[src/rtl/ngga_pkg.sv]
package ngga_pkg;

  localparam int QUEUE_DEPTH = 4;
  localparam int QUEUE_AW    = $clog2(QUEUE_DEPTH);

  localparam logic [1:0] KIND_CHAR    = 2'd0;
  localparam logic [1:0] KIND_END     = 2'd1;
  localparam logic [1:0] KIND_VERDICT = 2'd2;

  localparam logic [1:0] VD_VALID    = 2'd0;
  localparam logic [1:0] VD_PREFIX   = 2'd1;
  localparam logic [1:0] VD_CHECKSUM = 2'd2;

  typedef struct packed {
    logic       fld_vld;
    logic       fld_end;
    logic [3:0] fld_num;
    logic [7:0] fld_char;
    logic       vd_vld;
    logic [1:0] vd;
  } entry_t;

  typedef struct packed {
    logic full;
    logic empty;
  } q_stat_t;

endpackage

[src/rtl/ngga_in_if.sv]
interface ngga_in_if;
  logic       valid;
  logic       ready;
  logic [7:0] data_byte;
  logic       final_byte;

  modport source (output valid, output data_byte, output final_byte, input ready);
  modport sink (input valid, input data_byte, input final_byte, output ready);
endinterface

[src/rtl/ngga_out_if.sv]
interface ngga_out_if;
  logic       valid;
  logic       ready;
  logic [1:0] result_kind;
  logic [3:0] field_number;
  logic [7:0] field_char;
  logic [1:0] verdict;
  logic       run_last;

  modport source (output valid, output result_kind, output field_number, output field_char,
                  output verdict, output run_last, input ready);
  modport sink (input valid, input result_kind, input field_number, input field_char,
                input verdict, input run_last, output ready);
endinterface

[src/rtl/ngga_front.sv]
module ngga_front #(
  parameter int FIELD_COUNT = 10
) (
  input  logic              clk,
  input  logic              rst_n,
  ngga_in_if.sink           in_ch,
  input  ngga_pkg::q_stat_t q_stat,
  output logic              push,
  output ngga_pkg::entry_t  push_ent
);

  localparam logic [1:0] PH_PREFIX = 2'd0;
  localparam logic [1:0] PH_FIELDS = 2'd1;
  localparam logic [1:0] PH_DIGITS = 2'd2;
  localparam logic [1:0] PH_DONE   = 2'd3;

  localparam logic [3:0] FIELD_LIMIT = 4'(FIELD_COUNT);

  function automatic logic [7:0] prefix_char(input logic [2:0] p);
    logic [7:0] c;
    unique case (p)
      3'd0:    c = 8'h24;
      3'd1:    c = 8'h47;
      3'd2:    c = 8'h50;
      3'd3:    c = 8'h47;
      3'd4:    c = 8'h47;
      3'd5:    c = 8'h41;
      3'd6:    c = 8'h2C;
      default: c = 8'h00;
    endcase
    return c;
  endfunction

  function automatic logic [4:0] hex_digit(input logic [7:0] c);
    logic [4:0] r;
    r = 5'd0;
    if (c >= 8'h30 && c <= 8'h39) r = {1'b1, 4'(c - 8'h30)};
    else if (c >= 8'h41 && c <= 8'h46) r = {1'b1, 4'(c - 8'h37)};
    else if (c >= 8'h61 && c <= 8'h66) r = {1'b1, 4'(c - 8'h57)};
    return r;
  endfunction

  logic [2:0] pos_r, pos_nxt;
  logic       pg_r, pg_nxt;
  logic [1:0] phase_r, phase_nxt;
  logic [7:0] xor_r, xor_nxt;
  logic [7:0] sum_r, sum_nxt;
  logic       star_r, star_nxt;
  logic [3:0] fld_r, fld_nxt;
  logic       acc;
  logic [4:0] hx;

  assign in_ch.ready = !q_stat.full;
  assign acc         = in_ch.valid && in_ch.ready;
  assign hx          = hex_digit(in_ch.data_byte);

  always_comb begin
    pos_nxt   = pos_r;
    pg_nxt    = pg_r;
    phase_nxt = phase_r;
    xor_nxt   = xor_r;
    sum_nxt   = sum_r;
    star_nxt  = star_r;
    fld_nxt   = fld_r;
    push_ent  = '0;
    if (acc) begin
      unique case (phase_r)
        PH_PREFIX: begin
          if (pos_r != 3'd7) begin
            if (pos_r != 3'd0) xor_nxt = xor_r ^ in_ch.data_byte;
            if (in_ch.data_byte != prefix_char(pos_r)) pg_nxt = 1'b0;
            pos_nxt = pos_r + 3'd1;
          end
          if (pos_nxt == 3'd7) phase_nxt = PH_FIELDS;
        end
        PH_FIELDS: begin
          if (in_ch.data_byte == 8'h2A) begin
            star_nxt  = 1'b1;
            phase_nxt = PH_DIGITS;
          end else begin
            xor_nxt = xor_r ^ in_ch.data_byte;
            if (fld_r < FIELD_LIMIT) begin
              push_ent.fld_num = fld_r;
              if (in_ch.data_byte == 8'h2C) begin
                push_ent.fld_vld = pg_r;
                push_ent.fld_end = 1'b1;
                fld_nxt          = fld_r + 4'd1;
              end else begin
                push_ent.fld_vld  = pg_r;
                push_ent.fld_char = in_ch.data_byte;
              end
            end
          end
        end
        PH_DIGITS: begin
          if (hx[4]) sum_nxt = {sum_r[3:0], hx[3:0]};
          else phase_nxt = PH_DONE;
        end
        PH_DONE: begin
        end
      endcase
      if (in_ch.final_byte) begin
        push_ent.vd_vld = 1'b1;
        if (pos_nxt != 3'd7 || !pg_nxt) push_ent.vd = ngga_pkg::VD_PREFIX;
        else if (!star_nxt || xor_nxt != sum_nxt) push_ent.vd = ngga_pkg::VD_CHECKSUM;
        else push_ent.vd = ngga_pkg::VD_VALID;
        pos_nxt   = 3'd0;
        pg_nxt    = 1'b1;
        phase_nxt = PH_PREFIX;
        xor_nxt   = 8'd0;
        sum_nxt   = 8'd0;
        star_nxt  = 1'b0;
        fld_nxt   = 4'd0;
      end
    end
  end

  assign push = push_ent.fld_vld || push_ent.vd_vld;

  always_ff @(posedge clk) begin
    if (!rst_n) begin
      pos_r   <= 3'd0;
      pg_r    <= 1'b1;
      phase_r <= PH_PREFIX;
      xor_r   <= 8'd0;
      sum_r   <= 8'd0;
      star_r  <= 1'b0;
      fld_r   <= 4'd0;
    end else begin
      pos_r   <= pos_nxt;
      pg_r    <= pg_nxt;
      phase_r <= phase_nxt;
      xor_r   <= xor_nxt;
      sum_r   <= sum_nxt;
      star_r  <= star_nxt;
      fld_r   <= fld_nxt;
    end
  end

endmodule

[src/rtl/ngga_queue.sv]
module ngga_queue (
  input  logic              clk,
  input  logic              rst_n,
  input  logic              push,
  input  ngga_pkg::entry_t  push_ent,
  input  logic              pop,
  output ngga_pkg::entry_t  head,
  output ngga_pkg::q_stat_t q_stat
);

  localparam int AW = ngga_pkg::QUEUE_AW;

  ngga_pkg::entry_t mem_r [ngga_pkg::QUEUE_DEPTH];
  logic [AW-1:0]    wr_ptr_r, wr_ptr_nxt;
  logic [AW-1:0]    rd_ptr_r, rd_ptr_nxt;
  logic [AW:0]      cnt_r, cnt_nxt;
  logic             do_push, do_pop;

  assign q_stat.full  = (cnt_r == (AW+1)'(ngga_pkg::QUEUE_DEPTH));
  assign q_stat.empty = (cnt_r == '0);
  assign do_push      = push && !q_stat.full;
  assign do_pop       = pop && !q_stat.empty;
  assign head         = mem_r[rd_ptr_r];

  always_comb begin
    wr_ptr_nxt = do_push ? wr_ptr_r + 1'b1 : wr_ptr_r;
    rd_ptr_nxt = do_pop ? rd_ptr_r + 1'b1 : rd_ptr_r;
    cnt_nxt    = cnt_r + (AW+1)'(do_push) - (AW+1)'(do_pop);
  end

  always_ff @(posedge clk) begin
    if (do_push) mem_r[wr_ptr_r] <= push_ent;
  end

  always_ff @(posedge clk) begin
    if (!rst_n) begin
      wr_ptr_r <= '0;
      rd_ptr_r <= '0;
      cnt_r    <= '0;
    end else begin
      wr_ptr_r <= wr_ptr_nxt;
      rd_ptr_r <= rd_ptr_nxt;
      cnt_r    <= cnt_nxt;
    end
  end

endmodule

[src/rtl/ngga_back.sv]
module ngga_back (
  input  logic              clk,
  input  logic              rst_n,
  input  ngga_pkg::entry_t  head,
  input  ngga_pkg::q_stat_t q_stat,
  output logic              pop,
  ngga_out_if.source        out_ch
);

  logic       vld_r, vld_nxt;
  logic       half_r, half_nxt;
  logic [1:0] kind_r, kind_nxt;
  logic [3:0] num_r, num_nxt;
  logic [7:0] char_r, char_nxt;
  logic [1:0] vd_r, vd_nxt;
  logic       last_r, last_nxt;
  logic       load;

  assign load = !vld_r || out_ch.ready;

  always_comb begin
    vld_nxt  = vld_r && !out_ch.ready;
    half_nxt = half_r;
    kind_nxt = kind_r;
    num_nxt  = num_r;
    char_nxt = char_r;
    vd_nxt   = vd_r;
    last_nxt = last_r;
    pop      = 1'b0;
    if (load && !q_stat.empty) begin
      vld_nxt = 1'b1;
      if (head.fld_vld && !half_r) begin
        kind_nxt = head.fld_end ? ngga_pkg::KIND_END : ngga_pkg::KIND_CHAR;
        num_nxt  = head.fld_num;
        char_nxt = head.fld_end ? 8'd0 : head.fld_char;
        vd_nxt   = ngga_pkg::VD_VALID;
        last_nxt = !head.vd_vld;
        half_nxt = head.vd_vld;
        pop      = !head.vd_vld;
      end else begin
        kind_nxt = ngga_pkg::KIND_VERDICT;
        num_nxt  = 4'd0;
        char_nxt = 8'd0;
        vd_nxt   = head.vd;
        last_nxt = 1'b1;
        half_nxt = 1'b0;
        pop      = 1'b1;
      end
    end
  end

  always_ff @(posedge clk) begin
    if (!rst_n) begin
      vld_r  <= 1'b0;
      half_r <= 1'b0;
    end else begin
      vld_r  <= vld_nxt;
      half_r <= half_nxt;
    end
  end

  always_ff @(posedge clk) begin
    kind_r <= kind_nxt;
    num_r  <= num_nxt;
    char_r <= char_nxt;
    vd_r   <= vd_nxt;
    last_r <= last_nxt;
  end

  assign out_ch.valid        = vld_r;
  assign out_ch.result_kind  = kind_r;
  assign out_ch.field_number = num_r;
  assign out_ch.field_char   = char_r;
  assign out_ch.verdict      = vd_r;
  assign out_ch.run_last     = last_r;

endmodule

[src/rtl/nmea_gga_sentence_parser.sv]
// GGA sentence parser. Feed one sentence byte per item on in_ch, starting at the dollar sign,
// with final_byte set on the last byte. One byte is accepted every cycle while the four-entry
// queue between the classifier and the output stage has room; each byte yields zero, one or two
// result items, and the output stage sends one result item per cycle while the receiver takes
// them, so a byte with a field result and a verdict yields two items in turn. Each result passes
// through the queue and then the output register. Field characters and field ends are provisional
// and must be dropped unless the verdict item that closes the sentence reports valid.
module nmea_gga_sentence_parser #(
  parameter int FIELD_COUNT = 10
) (
  input  logic       clk,
  input  logic       rst_n,
  ngga_in_if.sink    in_ch,
  ngga_out_if.source out_ch
);

  logic              push;
  logic              pop;
  ngga_pkg::entry_t  push_ent;
  ngga_pkg::entry_t  head;
  ngga_pkg::q_stat_t q_stat;

  ngga_front #(
    .FIELD_COUNT(FIELD_COUNT)
  ) u_front (
    .clk      (clk),
    .rst_n    (rst_n),
    .in_ch    (in_ch),
    .q_stat   (q_stat),
    .push     (push),
    .push_ent (push_ent)
  );

  ngga_queue u_queue (
    .clk      (clk),
    .rst_n    (rst_n),
    .push     (push),
    .push_ent (push_ent),
    .pop      (pop),
    .head     (head),
    .q_stat   (q_stat)
  );

  ngga_back u_back (
    .clk    (clk),
    .rst_n  (rst_n),
    .head   (head),
    .q_stat (q_stat),
    .pop    (pop),
    .out_ch (out_ch)
  );

  a_no_overflow: assert property (@(posedge clk) disable iff (!rst_n)
    push |-> !q_stat.full)
    else $error("queue push while full");

  a_no_underflow: assert property (@(posedge clk) disable iff (!rst_n)
    pop |-> !q_stat.empty)
    else $error("queue pop while empty");

  a_verdict_last: assert property (@(posedge clk) disable iff (!rst_n)
    (out_ch.valid && out_ch.result_kind == ngga_pkg::KIND_VERDICT) |-> out_ch.run_last)
    else $error("verdict item not marked last");

  a_field_range: assert property (@(posedge clk) disable iff (!rst_n)
    (out_ch.valid && out_ch.result_kind != ngga_pkg::KIND_VERDICT)
      |-> (out_ch.field_number < 4'(FIELD_COUNT)))
    else $error("field number out of range");

endmodule
[src/flat_wrapper.sv]
// flat-port wrapper written by rule: the top's interface ports become plain ports
module nmea_gga_sentence_parser_flat 
#(
  parameter int FIELD_COUNT = 10
)
  (clk, rst_n, in_ch_valid, in_ch_data_byte, in_ch_final_byte, in_ch_ready, out_ch_valid, out_ch_result_kind, out_ch_field_number, out_ch_field_char, out_ch_verdict, out_ch_run_last, out_ch_ready);
  ngga_in_if in_ch_i ();
  ngga_out_if out_ch_i ();
  input  logic clk;
  input  logic rst_n;
  input wire logic [$bits(in_ch_i.valid)-1:0] in_ch_valid;
  input wire logic [$bits(in_ch_i.data_byte)-1:0] in_ch_data_byte;
  input wire logic [$bits(in_ch_i.final_byte)-1:0] in_ch_final_byte;
  output wire logic [$bits(in_ch_i.ready)-1:0] in_ch_ready;
  output wire logic [$bits(out_ch_i.valid)-1:0] out_ch_valid;
  output wire logic [$bits(out_ch_i.result_kind)-1:0] out_ch_result_kind;
  output wire logic [$bits(out_ch_i.field_number)-1:0] out_ch_field_number;
  output wire logic [$bits(out_ch_i.field_char)-1:0] out_ch_field_char;
  output wire logic [$bits(out_ch_i.verdict)-1:0] out_ch_verdict;
  output wire logic [$bits(out_ch_i.run_last)-1:0] out_ch_run_last;
  input wire logic [$bits(out_ch_i.ready)-1:0] out_ch_ready;
  assign in_ch_i.valid = in_ch_valid;
  assign in_ch_i.data_byte = in_ch_data_byte;
  assign in_ch_i.final_byte = in_ch_final_byte;
  assign in_ch_ready = in_ch_i.ready;
  assign out_ch_valid = out_ch_i.valid;
  assign out_ch_result_kind = out_ch_i.result_kind;
  assign out_ch_field_number = out_ch_i.field_number;
  assign out_ch_field_char = out_ch_i.field_char;
  assign out_ch_verdict = out_ch_i.verdict;
  assign out_ch_run_last = out_ch_i.run_last;
  assign out_ch_i.ready = out_ch_ready;
  nmea_gga_sentence_parser #(.FIELD_COUNT(FIELD_COUNT)) u_core (.clk(clk), .rst_n(rst_n), .in_ch(in_ch_i), .out_ch(out_ch_i));
endmodule
[config.mk]
export PLATFORM = sky130hd
export DESIGN_NAME = nmea_gga_sentence_parser_flat
export DESIGN_NICKNAME = d
export VERILOG_FILES = /design/src/rtl/ngga_pkg.sv /design/src/rtl/ngga_in_if.sv /design/src/rtl/ngga_out_if.sv /design/src/rtl/ngga_front.sv /design/src/rtl/ngga_queue.sv /design/src/rtl/ngga_back.sv /design/src/rtl/nmea_gga_sentence_parser.sv /design/src/flat_wrapper.sv
export SDC_FILE = /design/constraint.sdc
export NUM_CORES = 1
export LEC_CHECK = 0
export BUFFER_PORTS_ARGS = -buffer_cell sky130_fd_sc_hd__buf_2
export CORE_MARGIN = 2
export CORE_UTILIZATION = 40
export CTS_BUF_LIST = sky130_fd_sc_hd__clkbuf_2
export CTS_CLUSTER_DIAMETER = 80
export CTS_CLUSTER_SIZE = 16
export DETAILED_ROUTE_END_ITERATION = 6
export PLACE_DENSITY = 0.54
export SLEW_MARGIN = 20
export SYNTH_ARGS = -nofsm -noshare
export SYNTH_HDL_FRONTEND = slang
export SYNTH_SLANG_ARGS = --single-unit
[constraint.sdc]
create_clock -name clk -period 4 [get_ports clk]
set_clock_uncertainty 0.1 [all_clocks]
set_input_delay 0.2 -clock clk [delete_from_list [all_inputs] [get_ports clk]]
set_output_delay 0.2 -clock clk [all_outputs]
set_load 0.005 [all_outputs]
==> run_results.csv <==
group,metric,value,unit
cells_and_area,layout.cells.most_common_list,"sky130_fd_sc_hd__edfxtp_1, sky130_fd_sc_hd__dfxtp_1, sky130_fd_sc_hd__nor2b_1, sky130_fd_sc_hd__buf_2, sky130_fd_sc_hd__nand2_1",
clock_network,clk-insertion-delay-late,670,ps
setup_path,crit_path_end_kind,"flip-flop",
cells_and_area,post_layout_instance_area,0.00666,mm2
logic_synthesis,synth_adder_area_share,4.39,%
placed_design,io_buffers,31,
setup_path,crit-reg2reg-capture,"u_core.u_front.xor_r[1]",
grt,grt_pass1_vias,3948,
clock_network,numClockSinks,123,
setup_path,critical_path_arrival,3910,ps
logic_synthesis,synth_cell_type_count,57,
placed_design,post-place-cells,682,
clock_network,clkTransAtPathRegs,210,ps
placed_design,place_congestion,0.839,
setup_path,worst-endpoint-required,4540,ps
setup_path,rrSetupSlack,630,ps
timing,tightest_slew,751,ps
timing,clock.fmax,0.297,GHz
floorplanning,ios,32,
floorplanning,start_util,40.7,%
power_and_ir_drop,internal-power,2.26,mW
cells_and_area,fin_util,46.2,%
timing,finalCritPeriodShare,84.2,%
timing,holdWs,60.3,ps
routing,detail_route.vias_per_cell,5.24,
timing,rsz0062_at_grt,"no",
grt,groute.usage.overall,17.1,%
power_and_ir_drop,power_switching,0.956,mW
routing,routed_wl,12.8,mm
power_and_ir_drop,switch_share,29.7,%
setup_path,worst-r2r-cell-count,10,
floorplanning,num_rows,44,
logic_synthesis,main_combinational_cell_family_by_area_after_synthesis,"simple AND/OR/NAND/NOR gates",
cells_and_area,layout_cells_sized_above_1,18.7,%
setup_path,start_kind,"flip-flop",
clock_network,post_cts.repair.setup_buffers,0,
setup_path,worst_setup_path_endpoint,"u_core.u_front.xor_r[1]",
logic_synthesis,synthesis.area,0.00587,mm2
floorplanning,fp.dieArea,0.0157,mm2
timing,layout_min_cycle_time,3370,ps
grt,initial_antenna_violation_count,1,
timing,final_worst_setup_slack,633,ps
logic_synthesis,average_instance_area_after_synthesis,12.2,um2
grt,globalRouteOverflowTotal,0,
logic_synthesis,synth_nets,514,
logic_synthesis,syn-instance-count,481,
floorplanning,die_w,125,um
clock_network,tritoncts_clock_tree,"done",
logic_synthesis,synth-simple-area-share,15.5,%
logic_synthesis,synth_compound_area_share,9.87,%
clock_network,ctsHtreeMaxLevel,4,
job,max_cap_violations,0,
setup_path,worstSetupStartpoint,"u_core.u_front.pos_r[0]",
logic_synthesis,synthMuxAreaShare,7.89,%
placed_design,hpwlAfterDp,8.66,mm
logic_synthesis,xor_xnor_share_of_the_synthesized_area,2.69,%
grt,grt_start_max_net_pins,34,
timing,fin_tns_setup,0,ps
logic_synthesis,synth_enable_flop_cells,85,
routing,routed_wire_length_per_instance,17.5,um
logic_synthesis,synth-main-ff-cell,"sky130_fd_sc_hd__edfxtp_1",
floorplanning,core_area,0.0144,mm2
placed_design,dpl-instance-area,0.00624,mm2
routing,drc_errors,0,
logic_synthesis,yosys_warnings,0,
power_and_ir_drop,power_frac_seq,49.9,%
logic_synthesis,ys_async_sr_fraction,0,%
outcome,result_of_the_run,"finished, final reports clean",
setup_path,r2r_start,"u_core.u_front.pos_r[0]",
logic_synthesis,synth_seq_cells,123,
cells_and_area,finish.net_count,566,
timing,report.final.hold_viol_count,0,
grt,grt_pass1_wl,20.7,mm
power_and_ir_drop,power.static_leakage,2.33,nW
timing,setup-violations-final,0,
power_and_ir_drop,clock_power_share,26.2,%
routing,drt_iter0_drc,270,
power_and_ir_drop,ir_drop,0.000173,V
cells_and_area,stdcell_count,731,
placed_design,dp_worst_setup_slack,642,ps
cells_and_area,areaGrowthSynthToFinish,13.4,%
logic_synthesis,ys_seq_area_share,56.4,%
clock_network,cts_made_buffers,17,
routing,detailedRoute.firstPassIterationCount,4,
cells_and_area,layout_commonest_cell,"sky130_fd_sc_hd__edfxtp_1",
setup_path,worstSetupPathType,"reg -> reg",
floorplanning,die_h,125,um
setup_path,timing.critical_path.fanout_max,11,
clock_network,clockBufferDepth,2,
routing,route.vias.total,3829,
power_and_ir_drop,power.density_cell_area,483,mW/mm2
hold_path,holdPathStages,4,
timing,max_slew_margin,49.8,%
timing,maxSlewViolCount,0,
power_and_ir_drop,combPwrFrac,23.9,%
routing,postRouteAntennaNets,0,
cells_and_area,n_fill_cell,1393,
power_and_ir_drop,total_power,3.22,mW
hold_path,hold_crit_class,"in -> reg",
clock_network,clock_tree.root_cell,"sky130_fd_sc_hd__clkbuf_2",
## final cells by class
class | count | area, um2 | area share, %
inverter | 22 | 82.6 | 1.24
clock inverter | 14 | 171 | 2.57
sequential | 123 | 3310 | 49.7
antenna | 1 | 2.50 | 0.0376
timing repair buffer | 58 | 398 | 5.97
multi-input combinational | 311 | 2370 | 35.6
tap | 184 | 230 | 3.46
clock buffer | 18 | 90.1 | 1.35
## cells in the mapped netlist (all sizes together) (2+ instances only)
cell type  number  share of area (%)
a21oi          22                1.9
a32oi           3               0.45
a31oi           7               0.75
a211oi          3               0.47
buf             6               0.60
o31ai           2               0.26
nand2          30                1.9
nand2b          8               0.85
and2           16                1.7
or2             3               0.32
dfxtp          38                 13
mux4           17                6.5
and3            9               0.96
o31a            2               0.30
clkbuf         19                1.2
xor2           11                1.6
o221ai          2               0.30
nor2           20                1.3
a21boi          8                1.0
o21ai          17                1.4
mux2i           8                1.4
nor3           10               0.85
nor4            6               0.90
or4b            2               0.40
nand3           7               0.60
ha             19                4.0
o21bai          2               0.26
nor3b           5               0.64
nand4           2               0.21
o21a            3               0.38
or3             2               0.21
nor2b          37                3.9
edfxtp         85                 43
inv            22                1.4
a22oi           8                1.0
xnor2           7                1.0
## kinds of logic (layout without fill, tap and decap cells)
logic type	count (synthesis)	after routing
flops	123	123
simple gates	161	161
buf+inv	47	112
fa+ha+maj	20	20
other cells	0	1
xor+xnor	18	18
mux	25	25
compound gates	87	87
## how the worst min path moves through the flow
stage                            endpoint  slack, ps                   from
2_1_floorplan  u_core.u_back.out_ch.valid        250                  rst_n
6_report          u_core.u_front.fld_r[1]         60       in_ch_final_byte
4_1_cts           u_core.u_front.fld_r[1]          7       in_ch_final_byte
5_1_grt           u_core.u_front.fld_r[0]          5       in_ch_final_byte
3_3_place_gp        u_core.u_front.star_r        360  u_core.u_front.star_r
3_5_place_dp        u_core.u_front.star_r        360  u_core.u_front.star_r
## worst max-delay path, stage by stage, from the launching register on
cell and delay (ps):
sky130_fd_sc_hd__dfxtp_1 590, sky130_fd_sc_hd__inv_1 120, sky130_fd_sc_hd__ha_1 280, sky130_fd_sc_hd__nor2b_1 170, sky130_fd_sc_hd__nand2b_1 220, sky130_fd_sc_hd__nand2_1 280
sky130_fd_sc_hd__nor3b_1 670, sky130_fd_sc_hd__nand2_1 110, sky130_fd_sc_hd__nand2_1 90, sky130_fd_sc_hd__o311a_1 160, sky130_fd_sc_hd__dlygate4sd3_1 540
## sequential cells by signal, indices dropped and copies added (netlist names), 3 cells and up, named ones only
| name | count |
|---|---|
| u_core.u_back.out_ch.field_number | 4 |
| u_core.u_front.pos_r | 3 |
| u_core.u_front.xor_r | 8 |
| u_core.u_queue.mem_r | 68 |
| u_core.u_front.sum_r | 8 |
| u_core.u_back.out_ch.field_char | 8 |
| u_core.u_queue.cnt_r | 3 |
| u_core.u_front.fld_r | 4 |
## routing by layer
| metal | share of wire [%] | vias to the layer above | global-route usage, % |
|---|---|---|---|
| met3 | 3.8 | 19 | 4.71 |
| met2 | 51 | 77 | 30.1 |
| met4 | 2.4 | 0 | 6.27 |
| li1 | - | 1877 | - |
| met5 | 0 | - | 0 |
| met1 | 43 | 1856 | 20.0 |
## power by group through the flow
stage / Sequential, mW / Clock [mW] / Combinational (mW)
after floorplan: 1.64 / 0 / 0.496
after global placement: 1.64 / 0 / 0.763
after detailed placement: 1.64 / 0 / 0.780
after CTS: 1.61 / 0.868 / 0.797
after global routing: 1.62 / 0.934 / 0.859
final: 1.61 / 0.842 / 0.770
## what timing repair did
action | 4_1_cts | 5_1_grt
endpoints found under the hold margin | 61 | 0
resized for setup | 0 | 0
setup endpoints to repair | 0 | 0
hold buffers | 16 | 0
(Power assumes the default switching activity.)
